==> src/design/five_point_stencil_stream_unit_assert.svh <==
// ----------------------------------------------------------------------------
// Five-point stencil stream unit: assertion macros
// Concurrent check macros used by the stencil stream top level. They reduce to
// nothing when SYNTH is defined.
// ----------------------------------------------------------------------------
`ifndef FIVE_POINT_STENCIL_STREAM_UNIT_ASSERT_SVH
`define FIVE_POINT_STENCIL_STREAM_UNIT_ASSERT_SVH

`ifndef SYNTH

// Same-cycle implication: when cond holds, prop holds too.
`define FPS_ASSERT_IMPLIES(label, ck, rstn, cond, prop) \
    label: assert property (@(posedge ck) disable iff (!(rstn)) (cond) |-> (prop)) \
        else $error("five point stencil check failed");

// Next-cycle implication: when cond holds, prop holds in the following cycle.
`define FPS_ASSERT_NEXT(label, ck, rstn, cond, prop) \
    label: assert property (@(posedge ck) disable iff (!(rstn)) (cond) |=> (prop)) \
        else $error("five point stencil check failed");

`else

`define FPS_ASSERT_IMPLIES(label, ck, rstn, cond, prop)
`define FPS_ASSERT_NEXT(label, ck, rstn, cond, prop)

`endif

`endif

==> src/design/fps_pkg.sv <==
// ----------------------------------------------------------------------------
// Five-point stencil stream package
// Widths, register codes, shared types and helper functions.
// ----------------------------------------------------------------------------
package fps_pkg;

    localparam int SAMPLE_BITS     = 16;
    localparam int MAX_ROW_LENGTH  = 1024;
    localparam int ROW_COUNT_LIMIT = 1024;
    localparam int MIN_DIM         = 3;
    localparam int DIM_BITS        = 11;
    localparam int CFG_INDEX_BITS  = 2;
    localparam int COL_BITS        = $clog2(MAX_ROW_LENGTH);
    localparam int ROW_BITS        = $clog2(ROW_COUNT_LIMIT);
    localparam int OUT_BITS        = SAMPLE_BITS + 3;
    localparam int LINE_BITS       = 2 * SAMPLE_BITS;

    // Configuration register indexes
    typedef enum logic [CFG_INDEX_BITS-1:0] {
        CFG_ROW_LENGTH = 2'd0,
        CFG_ROW_COUNT  = 2'd1
    } cfg_reg_t;

    typedef logic        [DIM_BITS-1:0]    dim_t;
    typedef logic signed [SAMPLE_BITS-1:0] sample_t;
    typedef logic signed [OUT_BITS-1:0]    result_t;

    // Raster position of the sample being accepted
    typedef struct packed {
        logic [COL_BITS-1:0] col;
        logic [ROW_BITS-1:0] row;
        logic                interior;
        logic                last;
    } pos_t;

    // Line buffer write request: upper half older row, lower half previous row
    typedef struct packed {
        logic                 en;
        logic [COL_BITS-1:0]  addr;
        logic [LINE_BITS-1:0] data;
    } line_wr_t;

    // Limit a grid dimension to [MIN_DIM, hi]
    function automatic dim_t clamp_dim(dim_t value, dim_t hi);
        dim_t result;
        if (value < DIM_BITS'(MIN_DIM))
            result = DIM_BITS'(MIN_DIM);
        else if (value > hi)
            result = hi;
        else
            result = value;
        return result;
    endfunction

    // Sign-extend a sample to the result width
    function automatic result_t widen(sample_t value);
        return result_t'(value);
    endfunction

endpackage

==> src/design/fps_if.sv <==


interface fps_cfg_if;
    logic                               valid;
    logic                               ready;
    logic [fps_pkg::CFG_INDEX_BITS-1:0] index;
    logic [fps_pkg::DIM_BITS-1:0]       data;

    modport source (output valid, output index, output data, input ready);
    modport sink   (input valid, input index, input data, output ready);
endinterface

==> src/design/fps_position.sv <==
// ----------------------------------------------------------------------------
// Five-point stencil raster position tracker
// Holds the grid dimensions and the column/row of the next sample; flags
// interior positions and the final cell of the grid.
// ----------------------------------------------------------------------------
module fps_position (
    input  logic             clk,
    input  logic             rst_n,
    fps_cfg_if.sink          cfg,
    input  logic             cfg_open,
    input  logic             advance,
    output fps_pkg::pos_t    pos
);

    fps_pkg::dim_t                   row_length_reg, row_length_next;
    fps_pkg::dim_t                   row_count_reg,  row_count_next;
    logic [fps_pkg::COL_BITS-1:0]    col_reg, col_next;
    logic [fps_pkg::ROW_BITS-1:0]    row_reg, row_next;
    logic [fps_pkg::COL_BITS-1:0]    col_cur;
    logic                            col_last;
    logic                            row_last;
    logic                            cfg_fire;

    assign cfg.ready = cfg_open;
    assign cfg_fire  = cfg.valid && cfg_open;

    // Wrap a stale column, then find the row and frame ends
    always_comb
    begin
        if (fps_pkg::dim_t'(col_reg) >= row_length_reg)
            col_cur = '0;
        else
            col_cur = col_reg;
        col_last = (fps_pkg::dim_t'(col_cur) == row_length_reg - fps_pkg::dim_t'(1));
        row_last = (fps_pkg::dim_t'(row_reg) == row_count_reg - fps_pkg::dim_t'(1));
    end

    assign pos.col      = col_cur;
    assign pos.row      = row_reg;
    assign pos.interior = (row_reg >= fps_pkg::ROW_BITS'(2)) &&
                          (col_cur >= fps_pkg::COL_BITS'(2));
    assign pos.last     = row_last && col_last;

    // Take register writes (a known register restarts the frame) or advance over the raster
    always_comb
    begin
        row_length_next = row_length_reg;
        row_count_next  = row_count_reg;
        col_next        = col_reg;
        row_next        = row_reg;
        if (cfg_fire)
        begin
            unique case (fps_pkg::cfg_reg_t'(cfg.index))
                fps_pkg::CFG_ROW_LENGTH:
                begin
                    row_length_next = fps_pkg::clamp_dim(cfg.data,
                        fps_pkg::DIM_BITS'(fps_pkg::MAX_ROW_LENGTH));
                    col_next = '0;
                    row_next = '0;
                end
                fps_pkg::CFG_ROW_COUNT:
                begin
                    row_count_next = fps_pkg::clamp_dim(cfg.data,
                        fps_pkg::DIM_BITS'(fps_pkg::ROW_COUNT_LIMIT));
                    col_next = '0;
                    row_next = '0;
                end
                default:
                begin
                    row_length_next = row_length_reg;
                end
            endcase
        end
        else if (advance)
        begin
            if (col_last)
            begin
                col_next = '0;
                row_next = row_last ? '0 : row_reg + fps_pkg::ROW_BITS'(1);
            end
            else
            begin
                col_next = col_cur + fps_pkg::COL_BITS'(1);
            end
        end
    end

    always_ff @(posedge clk or negedge rst_n)
    begin
        if (!rst_n)
        begin
            row_length_reg <= fps_pkg::DIM_BITS'(fps_pkg::MAX_ROW_LENGTH);
            row_count_reg  <= fps_pkg::DIM_BITS'(fps_pkg::ROW_COUNT_LIMIT);
            col_reg        <= '0;
            row_reg        <= '0;
        end
        else
        begin
            row_length_reg <= row_length_next;
            row_count_reg  <= row_count_next;
            col_reg        <= col_next;
            row_reg        <= row_next;
        end
    end

endmodule

==> src/flat_wrapper.sv <==
// flat-port wrapper written by rule: the top's interface ports become plain ports
module fps_position_flat 
  (clk, rst_n, cfg_open, advance, pos, cfg_valid, cfg_index, cfg_data, cfg_ready);
  fps_cfg_if cfg_i ();
  input  logic clk;
  input  logic rst_n;
  input  logic cfg_open;
  input  logic advance;
  output fps_pkg::pos_t pos;
  input wire logic [$bits(cfg_i.valid)-1:0] cfg_valid;
  input wire logic [$bits(cfg_i.index)-1:0] cfg_index;
  input wire logic [$bits(cfg_i.data)-1:0] cfg_data;
  output wire logic [$bits(cfg_i.ready)-1:0] cfg_ready;
  assign cfg_i.valid = cfg_valid;
  assign cfg_i.index = cfg_index;
  assign cfg_i.data = cfg_data;
  assign cfg_ready = cfg_i.ready;
  fps_position u_core (.clk(clk), .rst_n(rst_n), .cfg(cfg_i), .cfg_open(cfg_open), .advance(advance), .pos(pos));
endmodule
==> config.mk <==
export PLATFORM = sky130hd
export DESIGN_NAME = fps_position_flat
export DESIGN_NICKNAME = d
export VERILOG_FILES = /design/src/design/five_point_stencil_stream_unit_assert.svh /design/src/design/fps_pkg.sv /design/src/design/fps_if.sv /design/src/design/fps_position.sv /design/src/flat_wrapper.sv
export SDC_FILE = /design/constraint.sdc
export NUM_CORES = 1
export LEC_CHECK = 0
export ABC_AREA = 1
export BUFFER_PORTS_ARGS = -buffer_cell sky130_fd_sc_hd__clkbuf_2
export CORE_MARGIN = 1
export CORE_UTILIZATION = 40
export DETAILED_ROUTE_END_ITERATION = 8
export GPL_TIMING_DRIVEN = 0
export HOLD_SLACK_MARGIN = 0.05
export SLEW_MARGIN = 5
export SYNTH_ARGS = -nofsm -noshare
export SYNTH_HDL_FRONTEND = slang
export SYNTH_SLANG_ARGS = --single-unit
export TNS_END_PERCENT = 20
==> constraint.sdc <==
create_clock -name clk -period 4.4 [get_ports clk]
set_clock_uncertainty 0.1 [all_clocks]
set_input_delay 0 -clock clk [delete_from_list [all_inputs] [get_ports clk]]
set_output_delay 0 -clock clk [all_outputs]
set_load 0.005 [all_outputs]
==> impl_metrics.ini <==
[power_and_ir_drop]
total_power_mw = 1.909
leakage_nw = 2.205
power_density_mw_per_mm2 = 471.5
vdd_ir_drop_max_mv = 0.1589

[clocking]
insertion_delay_ps = 300
cts_max_level = 2
clk_pin_slew_ps = 90
cts_tree = yes
cts_buffers = 5
cts.repair.resized = 0
cts.sinks = 42
root_buffer = clkbuf_8
clockBufferDepth = 2

[floorplan]
coreArea_mm2 = 0.008299
dieWidth_um = 94.85
die-area_mm2 = 0.008997
io_pins = 41
dieHeight_um = 94.85
rows = 33
start_util_pct = 41.55

[route]
vias = 3468
wl_per_cell_um = 13.39
drtPass1Iterations = 5
ant_nets = 0
routed_wl_um = 9319
drcViolationCount = 0
avgViaCountPerCell = 4.983
drt-initial-drc-count = 142

[sta]
worst_slew_pin_slew_ps = 1095
drv_slew = 0
hold_viol = 0
finalSetupViolations = 0
max_freq_mhz = 343.4
period_needed_ps = 2912
fin_setup_tns_ps = 0
slew_headroom_pct = 26.98
grt_setup_unrepaired = no
holdWs_ps = 81.96
timing.final.crit_share_pct = 66.19

[synth]
syn-num-nets = 564
async_reset_ff_share_pct = 100.0
ys_warn_count = 0
synth_area_leaders = dfrtp_1 (29%), nand2_1 (18%), inv_1 (8.1%)
ys_seq_elements = 42
syn_area_mm2 = 0.003448
synth_top_area_share_pct = 29.03
synth_flop_cell = dfrtp_1
synth.avg_cell_area_um2 = 6.506
synth-edff-count = 0
yosysSeqAreaShare_pct = 30.55
syn-instance-count = 530
synth_most_common_cell = nand2_1
synth.top_cells.by_count = nand2_1 (168), inv_1 (74), nor2_1 (56)
ys_types = 34
yosysTopAreaCell = dfrtp_1

[critical_path]
path_class = reg -> out
worst_setup_path_start_kind = register
cp-end-kind = output pin
reg2regPathDepth = 15
critPathArrivalTime_ps = 2810
worstPathRequired_ps = 4300
crit_path_max_fanout = 6

[cells_and_area]
drive_gt1_share_pct = 12.01
multi_input_area_mm2 = 0.002057
fin_util_pct = 48.77
syn2layout_area_growth_pct = 17.38
antenna_cells = 0
stdcell_area_mm2 = 0.004048
final_nets = 624
seq_area_mm2 = 0.001054
n_fill_cell = 854

[placed_design]
place_area_mm2 = 0.003780
dp_hpwl_um = 7200
routabilityCongestion = 0.9161
port_buffers = 40

[global_routing]
gr-total-overflow = 0
grt_first_pass_wirelength_um = 15990
grt_max_degree = 43
grt_pass1_vias = 3382
antenna_found_initial = 0
grtUsageTotal_pct = 22.94

[hold_path]
holdPathStages = 5
hold_class = in -> reg

[job]
max_cap_violations = 0

[outcome]
status = finished clean
==> layout make-up <==
cell class,instances,share of cell area (%)
Multi-Input combinational cell,403,50.82
Sequential cell,42,26.03
Timing Repair Buffer,53,8.161
Inverter,78,7.233
Tap cell,105,3.246
Clock buffer,5,1.700
Clock inverter,3,1.700
Buffer,7,1.113
==> through the flow <==
step,cells,setup slack (ps)
global placement,675,1544
floorplan,530,1938
global route,696,1249
detailed placement,675,1547
CTS,696,1463
finish,696,1488
==> path summary, 6_finish.rpt <==
| check | from | endpoint | slack, ps |
|---|---|---|---|
| worst max-delay path | u_core.row_length_reg[8] | pos[1] | 1490 |
| worst min-delay path | cfg_data[0] | u_core.row_count_reg[0] | 80 |
| worst max register to register | u_core.row_length_reg[2] | u_core.col_reg[6] | 1510 |
| worst min register to register | u_core.row_count_reg[10] | u_core.row_count_reg[10] | 400 |
| max in group asynchronous | rst_n | u_core.row_reg[9] | 3190 |
| min in group asynchronous | rst_n | u_core.row_length_reg[1] | 330 |
==> layout by cell type, fill, tap and decap left out, types with 2 or more instances in the layout <==
cell type / netlist / final
a21oi_1: 3 / 3
clkbuf_1: 4 / 4
nand3_1: 53 / 53
nor2_2: 4 / 4
or2_2: 2 / 2
dlygate4sd3_1: 0 / 13
o21ai_1: 3 / 3
nor4_1: 8 / 8
dfstp_2: 2 / 2
o21ai_0: 26 / 26
o22ai_1: 7 / 7
nand4_1: 9 / 9
nor2_1: 56 / 56
xor2_1: 17 / 17
clkbuf_8: 0 / 5
dfrtp_1: 40 / 40
ha_1: 16 / 16
inv_1: 74 / 74
clkbuf_2: 0 / 40
bufinv_16: 0 / 2
nand2_1: 168 / 168
xnor2_1: 9 / 9
nand2_2: 6 / 6
inv_2: 3 / 3
nor3_1: 6 / 6
buf_6: 2 / 2
==> power breakdown <==
part           internal, mW  switching [mW]  leakage [nW]
clock                 0.228           0.156        0.0683
combinational         0.380           0.550          1.59
sequential            0.466           0.130         0.549
==> cell families (layout without fill, tap and decap cells) <==
family | count (synthesis) | in the layout | share of synthesized area, %
AO/OA/AOI/OAI | 43 | 43 | 6.858
AND/OR/NAND/NOR | 317 | 317 | 39.73
adder cells (fa/ha/maj) | 16 | 16 | 5.805
flip-flops | 42 | 42 | 30.55
XOR/XNOR | 27 | 27 | 7.257
buffers and inverters | 85 | 146 | 9.797
==> worst max-delay path: stages, from the launching register on <==
cell and delay [ps]:
dfrtp_1 420, inv_1 90, ha_1 310, nand2_1 90, nor2_2 180, nand2_1 70, nor2_1 110, nor2_2 80
nand2_2 180, nor2_2 110, ha_1 210, nor4_1 280, nand4_1 160, nand2_1 90, inv_1 40, clkbuf_2 100
==> timing repair <==
| action | CTS | global route |
|---|---|---|
| setup buffers | 0 | 0 |
| endpoints found under the hold margin | 61 | 0 |
| hold buffers | 13 | 0 |
==> metal layers <==
| layer | global-route usage (%) | up-vias | part of all wire (%) |
|---|---|---|---|
| met5 | 0 | - | 0 |
| met4 | 4.419 | 0 | 0.60 |
| met3 | 2.979 | 6 | 3.2 |
| met2 | 37.77 | 64 | 46 |
| met1 | 32.16 | 1591 | 51 |
| li1 | - | 1807 | - |
Power figures use the tool's default switching activity.
