<file path="src/design/five_point_stencil_stream_unit_assert.svh">
// ----------------------------------------------------------------------------
// Five-point stencil stream unit: assertion macros
// Concurrent check macros used by the stencil stream top level. They reduce to
// nothing when SYNTH is defined.
// ----------------------------------------------------------------------------
`ifndef FIVE_POINT_STENCIL_STREAM_UNIT_ASSERT_SVH
`define FIVE_POINT_STENCIL_STREAM_UNIT_ASSERT_SVH

`ifndef SYNTH

// Same-cycle implication: when cond holds, prop holds too.
`define FPS_ASSERT_IMPLIES(label, ck, rstn, cond, prop) \
    label: assert property (@(posedge ck) disable iff (!(rstn)) (cond) |-> (prop)) \
        else $error("five point stencil check failed");

// Next-cycle implication: when cond holds, prop holds in the following cycle.
`define FPS_ASSERT_NEXT(label, ck, rstn, cond, prop) \
    label: assert property (@(posedge ck) disable iff (!(rstn)) (cond) |=> (prop)) \
        else $error("five point stencil check failed");

`else

`define FPS_ASSERT_IMPLIES(label, ck, rstn, cond, prop)
`define FPS_ASSERT_NEXT(label, ck, rstn, cond, prop)

`endif

`endif

</file>
<file path="src/design/fps_pkg.sv">
// ----------------------------------------------------------------------------
// Five-point stencil stream package
// Widths, register codes, shared types and helper functions.
// ----------------------------------------------------------------------------
package fps_pkg;

    localparam int SAMPLE_BITS     = 16;
    localparam int MAX_ROW_LENGTH  = 1024;
    localparam int ROW_COUNT_LIMIT = 1024;
    localparam int MIN_DIM         = 3;
    localparam int DIM_BITS        = 11;
    localparam int CFG_INDEX_BITS  = 2;
    localparam int COL_BITS        = $clog2(MAX_ROW_LENGTH);
    localparam int ROW_BITS        = $clog2(ROW_COUNT_LIMIT);
    localparam int OUT_BITS        = SAMPLE_BITS + 3;
    localparam int LINE_BITS       = 2 * SAMPLE_BITS;

    // Configuration register indexes
    typedef enum logic [CFG_INDEX_BITS-1:0] {
        CFG_ROW_LENGTH = 2'd0,
        CFG_ROW_COUNT  = 2'd1
    } cfg_reg_t;

    typedef logic        [DIM_BITS-1:0]    dim_t;
    typedef logic signed [SAMPLE_BITS-1:0] sample_t;
    typedef logic signed [OUT_BITS-1:0]    result_t;

    // Raster position of the sample being accepted
    typedef struct packed {
        logic [COL_BITS-1:0] col;
        logic [ROW_BITS-1:0] row;
        logic                interior;
        logic                last;
    } pos_t;

    // Line buffer write request: upper half older row, lower half previous row
    typedef struct packed {
        logic                 en;
        logic [COL_BITS-1:0]  addr;
        logic [LINE_BITS-1:0] data;
    } line_wr_t;

    // Limit a grid dimension to [MIN_DIM, hi]
    function automatic dim_t clamp_dim(dim_t value, dim_t hi);
        dim_t result;
        if (value < DIM_BITS'(MIN_DIM))
            result = DIM_BITS'(MIN_DIM);
        else if (value > hi)
            result = hi;
        else
            result = value;
        return result;
    endfunction

    // Sign-extend a sample to the result width
    function automatic result_t widen(sample_t value);
        return result_t'(value);
    endfunction

endpackage

</file>
<file path="src/design/fps_if.sv">


interface fps_result_if;
    logic                         valid;
    logic                         ready;
    logic [fps_pkg::OUT_BITS-1:0] half_laplacian;
    logic                         last_of_frame;

    modport source (output valid, output half_laplacian, output last_of_frame, input ready);
    modport sink   (input valid, input half_laplacian, input last_of_frame, output ready);
endinterface


</file>
<file path="src/design/fps_stencil.sv">
// ----------------------------------------------------------------------------
// Five-point stencil datapath
// Stage register for the accepted sample, the middle-row window, the neighbor
// delay, the stencil sum and the result register.
// ----------------------------------------------------------------------------
module fps_stencil (
    input  logic                          clk,
    input  logic                          rst_n,
    input  logic                          accept,
    input  logic [fps_pkg::SAMPLE_BITS-1:0] sample,
    input  fps_pkg::pos_t                 pos,
    input  logic [fps_pkg::LINE_BITS-1:0] line_rd,
    output fps_pkg::line_wr_t             line_wr,
    output logic                          in_ready,
    output logic                          idle,
    fps_result_if.source                  res
);

    localparam int S = fps_pkg::SAMPLE_BITS;

    logic                         s1_valid_reg, s1_valid_next;
    fps_pkg::sample_t             s1_sample_reg;
    logic [fps_pkg::COL_BITS-1:0] s1_col_reg;
    logic                         s1_interior_reg;
    logic                         s1_last_reg;

    fps_pkg::sample_t             win_reg [3];
    fps_pkg::sample_t             nd_reg  [2];

    logic                         out_valid_reg, out_valid_next;
    fps_pkg::result_t             half_laplacian_reg;
    logic                         last_of_frame_reg;

    logic                         s1_fire;
    fps_pkg::sample_t             rd_prev;
    fps_pkg::sample_t             rd_older;
    fps_pkg::result_t             stencil_sum;

    assign rd_prev  = fps_pkg::sample_t'(line_rd[S-1:0]);
    assign rd_older = fps_pkg::sample_t'(line_rd[2*S-1:S]);

    // Stage fires when the result register is free or being drained
    assign s1_fire  = s1_valid_reg && (!out_valid_reg || res.ready);
    assign in_ready = !s1_valid_reg || s1_fire;
    assign idle     = !s1_valid_reg && !out_valid_reg;

    // Neighbors plus left/right minus four times the center
    assign stencil_sum = fps_pkg::widen(nd_reg[1]) + fps_pkg::widen(nd_reg[0])
                       + fps_pkg::widen(win_reg[1]) + fps_pkg::widen(rd_prev)
                       - (fps_pkg::widen(win_reg[2]) <<< 2);

    // Shift the line buffers: previous row moves to older row
    assign line_wr.en   = s1_fire;
    assign line_wr.addr = s1_col_reg;
    assign line_wr.data = {rd_prev, s1_sample_reg};

    always_comb
    begin
        s1_valid_next = s1_valid_reg;
        if (accept)
            s1_valid_next = 1'b1;
        else if (s1_fire)
            s1_valid_next = 1'b0;

        out_valid_next = out_valid_reg;
        if (s1_fire)
            out_valid_next = s1_interior_reg;
        else if (res.ready)
            out_valid_next = 1'b0;
    end

    // Control state
    always_ff @(posedge clk or negedge rst_n)
    begin
        if (!rst_n)
        begin
            s1_valid_reg  <= 1'b0;
            out_valid_reg <= 1'b0;
        end
        else
        begin
            s1_valid_reg  <= s1_valid_next;
            out_valid_reg <= out_valid_next;
        end
    end

    // Capture the accepted sample and its position
    always_ff @(posedge clk)
    begin
        if (accept)
        begin
            s1_sample_reg   <= fps_pkg::sample_t'(sample);
            s1_col_reg      <= pos.col;
            s1_interior_reg <= pos.interior;
            s1_last_reg     <= pos.last;
        end
    end

    // Advance the window and neighbor delay
    always_ff @(posedge clk or negedge rst_n)
    begin
        if (!rst_n)
        begin
            win_reg[0] <= '0;
            win_reg[1] <= '0;
            win_reg[2] <= '0;
            nd_reg[0]  <= '0;
            nd_reg[1]  <= '0;
        end
        else if (s1_fire)
        begin
            win_reg[0] <= win_reg[1];
            win_reg[1] <= win_reg[2];
            win_reg[2] <= rd_prev;
            nd_reg[1]  <= rd_older;
            nd_reg[0]  <= s1_sample_reg;
        end
    end

    // Load the result register
    always_ff @(posedge clk)
    begin
        if (s1_fire)
        begin
            half_laplacian_reg <= stencil_sum;
            last_of_frame_reg  <= s1_last_reg;
        end
    end

    assign res.valid          = out_valid_reg;
    assign res.half_laplacian = half_laplacian_reg;
    assign res.last_of_frame  = last_of_frame_reg;

endmodule

</file>
<file path="src/flat_wrapper.sv">
// flat-port wrapper written by rule: the top's interface ports become plain ports
module fps_stencil_flat 
  (clk, rst_n, accept, sample, pos, line_rd, line_wr, in_ready, idle, res_valid, res_half_laplacian, res_last_of_frame, res_ready);
  fps_result_if res_i ();
  input  logic clk;
  input  logic rst_n;
  input  logic accept;
  input  logic [fps_pkg::SAMPLE_BITS-1:0] sample;
  input  fps_pkg::pos_t pos;
  input  logic [fps_pkg::LINE_BITS-1:0] line_rd;
  output fps_pkg::line_wr_t line_wr;
  output logic in_ready;
  output logic idle;
  output wire logic [$bits(res_i.valid)-1:0] res_valid;
  output wire logic [$bits(res_i.half_laplacian)-1:0] res_half_laplacian;
  output wire logic [$bits(res_i.last_of_frame)-1:0] res_last_of_frame;
  input wire logic [$bits(res_i.ready)-1:0] res_ready;
  assign res_valid = res_i.valid;
  assign res_half_laplacian = res_i.half_laplacian;
  assign res_last_of_frame = res_i.last_of_frame;
  assign res_i.ready = res_ready;
  fps_stencil u_core (.clk(clk), .rst_n(rst_n), .accept(accept), .sample(sample), .pos(pos), .line_rd(line_rd), .line_wr(line_wr), .in_ready(in_ready), .idle(idle), .res(res_i));
endmodule
</file>
<file path="config.mk">
export PLATFORM = sky130hd
export DESIGN_NAME = fps_stencil_flat
export DESIGN_NICKNAME = d
export VERILOG_FILES = /design/src/design/five_point_stencil_stream_unit_assert.svh /design/src/design/fps_pkg.sv /design/src/design/fps_if.sv /design/src/design/fps_stencil.sv /design/src/flat_wrapper.sv
export SDC_FILE = /design/constraint.sdc
export NUM_CORES = 1
export LEC_CHECK = 0
export ABC_AREA = 0
export BUFFER_PORTS_ARGS = -buffer_cell sky130_fd_sc_hd__buf_2
export CAP_MARGIN = 20
export CORE_MARGIN = 2
export CORE_UTILIZATION = 30
export DETAILED_ROUTE_END_ITERATION = 16
export PLACE_DENSITY = 0.54
export SLEW_MARGIN = 20
export SYNTH_ARGS = -nofsm -noshare
export SYNTH_HDL_FRONTEND = slang
export SYNTH_SLANG_ARGS = --single-unit
</file>
<file path="constraint.sdc">
create_clock -name clk -period 4.67 [get_ports clk]
set_clock_uncertainty 0.05 [all_clocks]
set_input_delay 0.467 -clock clk [delete_from_list [all_inputs] [get_ports clk]]
set_output_delay 0.467 -clock clk [all_outputs]
set_load 0.005 [all_outputs]
</file>
==> results of run 1 <==
kinds of logic (layout without fill, tap and decap cells):
logic type / after synthesis / after routing / share of synthesized area (%)
xor+xnor: 30 / 30 / 4.12
compound gates: 100 / 100 / 10.2
fa+ha+maj: 68 / 68 / 17.2
flops: 114 / 114 / 48.5
buf+inv: 91 / 245 / 6.41
mux: 46 / 46 / 8.10
simple gates: 73 / 73 / 5.43
Yosys cell counts, types with 12 or more instances:
cell      instances  area share [%]
a21oi_1          26             2.0
inv_1            60             3.5
xor2_1           12             1.6
buf_4            17             2.0
nand2_1          37             2.2
fa_1             33              10
ha_1             35             6.9
o21ai_0          27             2.1
mux2_2           45             7.9
xnor2_1          18             2.5
edfxtp_1         48              23
dfrtp_1          66              26
cells in the final DEF (no fill, tap or decap), types with 4 or more instances in the layout:
cell type   instances
clkbuf_16          18
a21o_1              6
clkinvlp_4          4
edfxtp_1           48
xnor2_1            18
nand3_1             5
nor2_1              6
nand2b_1            8
ha_1               31
a21oi_1            18
inv_1              58
xor2_1             12
fa_1               32
o21bai_1            4
buf_2             129
buf_4              23
a21oi_2            10
dfrtp_1            66
nand2_1            34
o21ai_0            26
mux2_2             45
final timing paths:
kind / endpoint / slack, ns / cells past startpoint
max: u_core.res.half_laplacian[18] / 0.11 / 20
min: u_core.s1_sample_reg[8] / 0.18 / 1
max reg2reg: u_core.res.half_laplacian[18] / 0.11 / 20
min reg2reg: u_core.res.last_of_frame / 0.38 / 0
max in group asynchronous: u_core.nd_reg[1] / 3.13 / 3
min in group asynchronous: u_core.s1_valid_reg / 0.46 / 2
per-stage QoR:
stage	hold WS (ns)	worst slack, ns	area [sq um]	util (%)	TNS [ns]
6_report	0.177	0.108	8100	38.6	0
5_1_grt	0.158	-0.148	8100	38.6	-0.508
4_1_cts	0.149	0.0296	7960	38.0	0
3_5_place_dp	0.351	-0.124	7340	35.0	-0.251
3_3_place_gp	0.346	-0.0801	7340	35.0	-0.126
2_1_floorplan	0.121	0.0864	6380	-	0
worst max-delay path, stage by stage, from the launching register on:
cell	delay, ns
dfrtp_1	0.36
inv_2	0.05
fa_1	0.53
inv_1	0.04
ha_2	0.20
fa_2	0.37
a21oi_2	0.17
o21ai_2	0.08
a21oi_2	0.22
o21bai_1	0.12
a31oi_1	0.23
xor2_1	0.12
fa_1	0.56
inv_2	0.05
ha_4	0.23
a21oi_4	0.15
o21ai_2	0.07
a221o_1	0.31
a21o_1	0.17
a31oi_2	0.15
xnor2_1	0.09
area by class of cell:
type	count	area, sq um
Multi-Input combinational cell	317	3010
Clock buffer	19	464
Clock inverter	13	131
Fill cell	2074	12900
Sequential cell	114	3090
Timing Repair Buffer	153	828
Inverter	60	225
Tap cell	275	344
repair_timing:
item                                   4_1_cts  5_1_grt
pin swaps                                    5       24
setup endpoints to repair                    3        7
buffers inserted                             0        2
hold buffers                                 1        0
resized for setup                            3       29
endpoints found under the hold margin       15        0
per-layer routing:
layer / vias to the layer above / GRT usage [%] / routed length [microns]
met2: 89 / 19.6 / 6340
met3: 22 / 3.45 / 589
met4: 0 / 4.67 / 250
li1: 2069 / - / -
met1: 2006 / 15.4 / 6110
met5: - / 0 / 0
==> out/qor.csv, run 1 <==
metric,value,unit
# placed instances,916,
GRT Total Usage,12.1,%
Final setup viols,0,
largest net degree at the start of global routing,78,
Critical Path Source,u_core.win_reg[17],
I/O pins,140,
vias in the first global route,4302,
highest achievable clock rate,0.219,GHz
CTS tree,built,
Worst Max-Slew Pin Slew,0.865,ns
RSZ-0062 raised after global routing,yes,
diodes inserted,0,
number of synthesized register bits,114,
Worst-Skew Late Latency,0.41,ns
synthesized instance count,522,
fin cells,951,
GRT overflow,0,
Syn Area/Cell,12.2,sq um
Synth async-reset ratio,57.9,%
R2R Path Start,u_core.win_reg[17],
DPL Wire Length,9970,microns
relative max-transition margin,42.3,%
Root Driver,clkbuf_16,
fin crit period,4.56,ns
Final Wtd Congestion,0.850,
Worst-path clk slew,0.06,ns
Syn Nets,664,
First DRT Iteration DRCs,148,
dominant synthesized flop cell,dfrtp_1,
synthesized area,6380,sq um
"Data required, critical path",4.78,ns
die height,150,microns
ratio of cells with drive above 1 in the final layout,39.6,%
synthesis warning total,0,
DRT Wirelength,13300,microns
Crit Path Max Fanout,3,
Clock Sink Count,114,
"Seq/Total Area, Yosys",48.5,%
Setup CP Type,flop to flop,
CP Launch Type,flop,
Bufs on Longest Clock Path,2,
status,completed,
Vias,4186,
Critical Path AT,4.68,ns
CTS H-tree lvls,4,
Post-synth EDFFs,48,
synth unique cells,51,
global-route wire length before repair,21100,microns
CTS Buf Count,17,
Die X,150,microns
hold wc startpoint,sample[8],
vias per cell,4.40,
Initial Util,30.4,%
initial antenna violation count,0,
Hold Crit Class,input pin to flop,
IO Port Bufs,129,
core area,21000,sq um
Detail Route Antenna Nets,0,
crit share post-route,97.7,%
Pins Over Slew Limit,0,
Area Growth Syn to Fin,26.9,%
drt first pass iters,4,
die area,22400,sq um
Max-cap violations,0,
Final nets,805,
CP endpoint kind,flop,
wire per inst,14.0,microns
# DRC,0,
FP Rows,53,
final hold vios,0,
Power of run 1 is left out: the tool's default activity adds up to more than one toggle a clock period on the data nets, which glitch-free logic cannot reach.
==> run 2: changes to the inputs <==
Settings changed: PLACE_DENSITY 0.54 to unset.
==> out/qor.csv, run 2 (synthesis gave the netlist of run 1 again) <==
metric,value,unit
core area,21000,sq um
Root Driver,clkbuf_16,
"Data required, critical path",4.78,ns
CP endpoint kind,flop,
Worst Max-Slew Pin Slew,0.886,ns
Max-cap violations,0,
largest net degree at the start of global routing,78,
Worst-path clk slew,0.05,ns
Crit path max-delay family,adder cells,
First DRT Iteration DRCs,95,
status,completed,
Critical Path Source,u_core.nd_reg[1],
GRT Total Usage,11.7,%
GRT overflow,0,
Area Growth Syn to Fin,27.6,%
initial antenna violation count,1,
number of cells on the critical path,20,
CTS H-tree lvls,4,
IO Port Bufs,129,
Post-Place Setup Slack,-0.113,ns
DPL Wire Length,9760,microns
fin crit period,4.49,ns
"commonest non-fill, non-tap cells in the layout","129 x buf_2, 66 x dfrtp_1, 58 x inv_1",
CTS Buf Count,17,
Die X,150,microns
area occupied by multi-input gates,3060,sq um
Pins Over Slew Limit,0,
die height,150,microns
I/O pins,140,
Crit Path Max Fanout,3,
Bufs on Longest Clock Path,2,
R2R Path Start,u_core.nd_reg[1],
global-route wire length before repair,20200,microns
Fillers,2087,
Final setup viols,0,
Initial Util,30.4,%
# DRC,0,
CP Cell Sequence,inv_2 > fa_1 > inv_1 > ha_2 > fa_2 > a21oi_4 > o21ai_2 > a21oi_2 > o21bai_1 > a31oi_1 > xor2_1 > fa_1 > inv_2 > ha_4 > a21oi_4 > o21ai_2 > a221o_1 > a21o_1 > a31oi_2 > xnor2_1,
vias in the first global route,4155,
Critical R2R Capture,u_core.res.half_laplacian[18],
CTS tree,built,
Setup CP Type,flop to flop,
"reg-to-reg slack, setup",0.18,ns
Worst-Skew Late Latency,0.41,ns
"commonest non-fill, non-tap cell in the layout",buf_2,
Critical Path AT,4.60,ns
DRT Wirelength,12900,microns
relative max-transition margin,40.9,%
diodes inserted,0,
FP Rows,53,
Detail Route Antenna Nets,0,
hold_buf cts,0,
fin worst setup slack,0.182,ns
ratio of cells with drive above 1 in the final layout,39.9,%
Vias,4157,
CP Launch Type,flop,
crit share post-route,96.1,%
vias per cell,4.37,
RSZ-0062 raised after global routing,yes,
die area,22400,sq um
wire per inst,13.5,microns
final hold vios,0,
drt first pass iters,4,
reg2reg path depth,20,
highest achievable clock rate,0.223,GHz
cell type of the slowest stage on the worst timing path,fa_1,
crit path buf inv count,3,
Clock Sink Count,114,
Hold Crit Class,input pin to asynchronous set/reset pin,
Critical Path End,u_core.res.half_laplacian[18],
Seq. cell area,3090,sq um
Final nets,805,
Final Wtd Congestion,0.769,
CP max stage delay,0.56,ns
[run 2: worst min path at each step]
| stage | startpoint | end | cells after the start |
|---|---|---|---|
| 6_report | rst_n | u_core.s1_valid_reg | 1 |
| 3_3_place_gp | u_core.s1_last_reg | u_core.res.last_of_frame | 0 |
| 5_1_grt | pos[21] | u_core.s1_col_reg[9] | 1 |
| 2_1_floorplan | rst_n | u_core.nd_reg[0] | 0 |
| 4_1_cts | rst_n | u_core.res.valid | 1 |
| 3_5_place_dp | u_core.s1_last_reg | u_core.res.last_of_frame | 0 |
[run 2: worst register-to-register path: cells and delay by family (launching register included)]
family,cells,cell delay [ns]
flip-flops,1,0.33
AO/OA/AOI/OAI,10,1.62
adder cells (fa/ha/maj),5,1.89
XOR/XNOR,2,0.20
buffers and inverters,3,0.13
[run 2: repair_timing]
item	in CTS	in global routing
resized for setup	2	32
hold endpoints to repair	0	0
setup endpoints to repair	3	4
gates cloned	0	0
pin swaps	3	22
buffers inserted	1	2
[run 2: cell type report]
class | instances | share of cell area [%]
inverters | 60 | 2.77
flip-flops and latches | 114 | 38.0
repair buffers | 153 | 10.1
clock inverters | 12 | 1.26
multi-input cells | 317 | 37.6
clock buffers | 20 | 6.01
well taps | 275 | 4.23
[run 2: metrics by stage]
step                cell area [sq um]  TNS (ns)  instances  utilization (%)  hold slack (ns)
detailed placement               7340    -0.232        916             35.0            0.356
finish                           8140         0        951             38.8            0.122
CTS                              7950         0        949             37.9            0.137
floorplan                        6380         0        522                -            0.121
global placement                 7340   -0.0819        916             35.0            0.354
global route                     8140   -0.0598        951             38.8            0.151
[run 2: per-layer routing]
metal | part of all wire [%] | global-route usage [%] | vias up
met5 | 0.10 | 0 | -
met4 | 2.0 | 4.91 | 2
met3 | 4.8 | 3.72 | 20
met2 | 47 | 18.6 | 79
met1 | 46 | 14.8 | 1984
li1 | - | - | 2072
Power of run 2 is left out for the same reason.
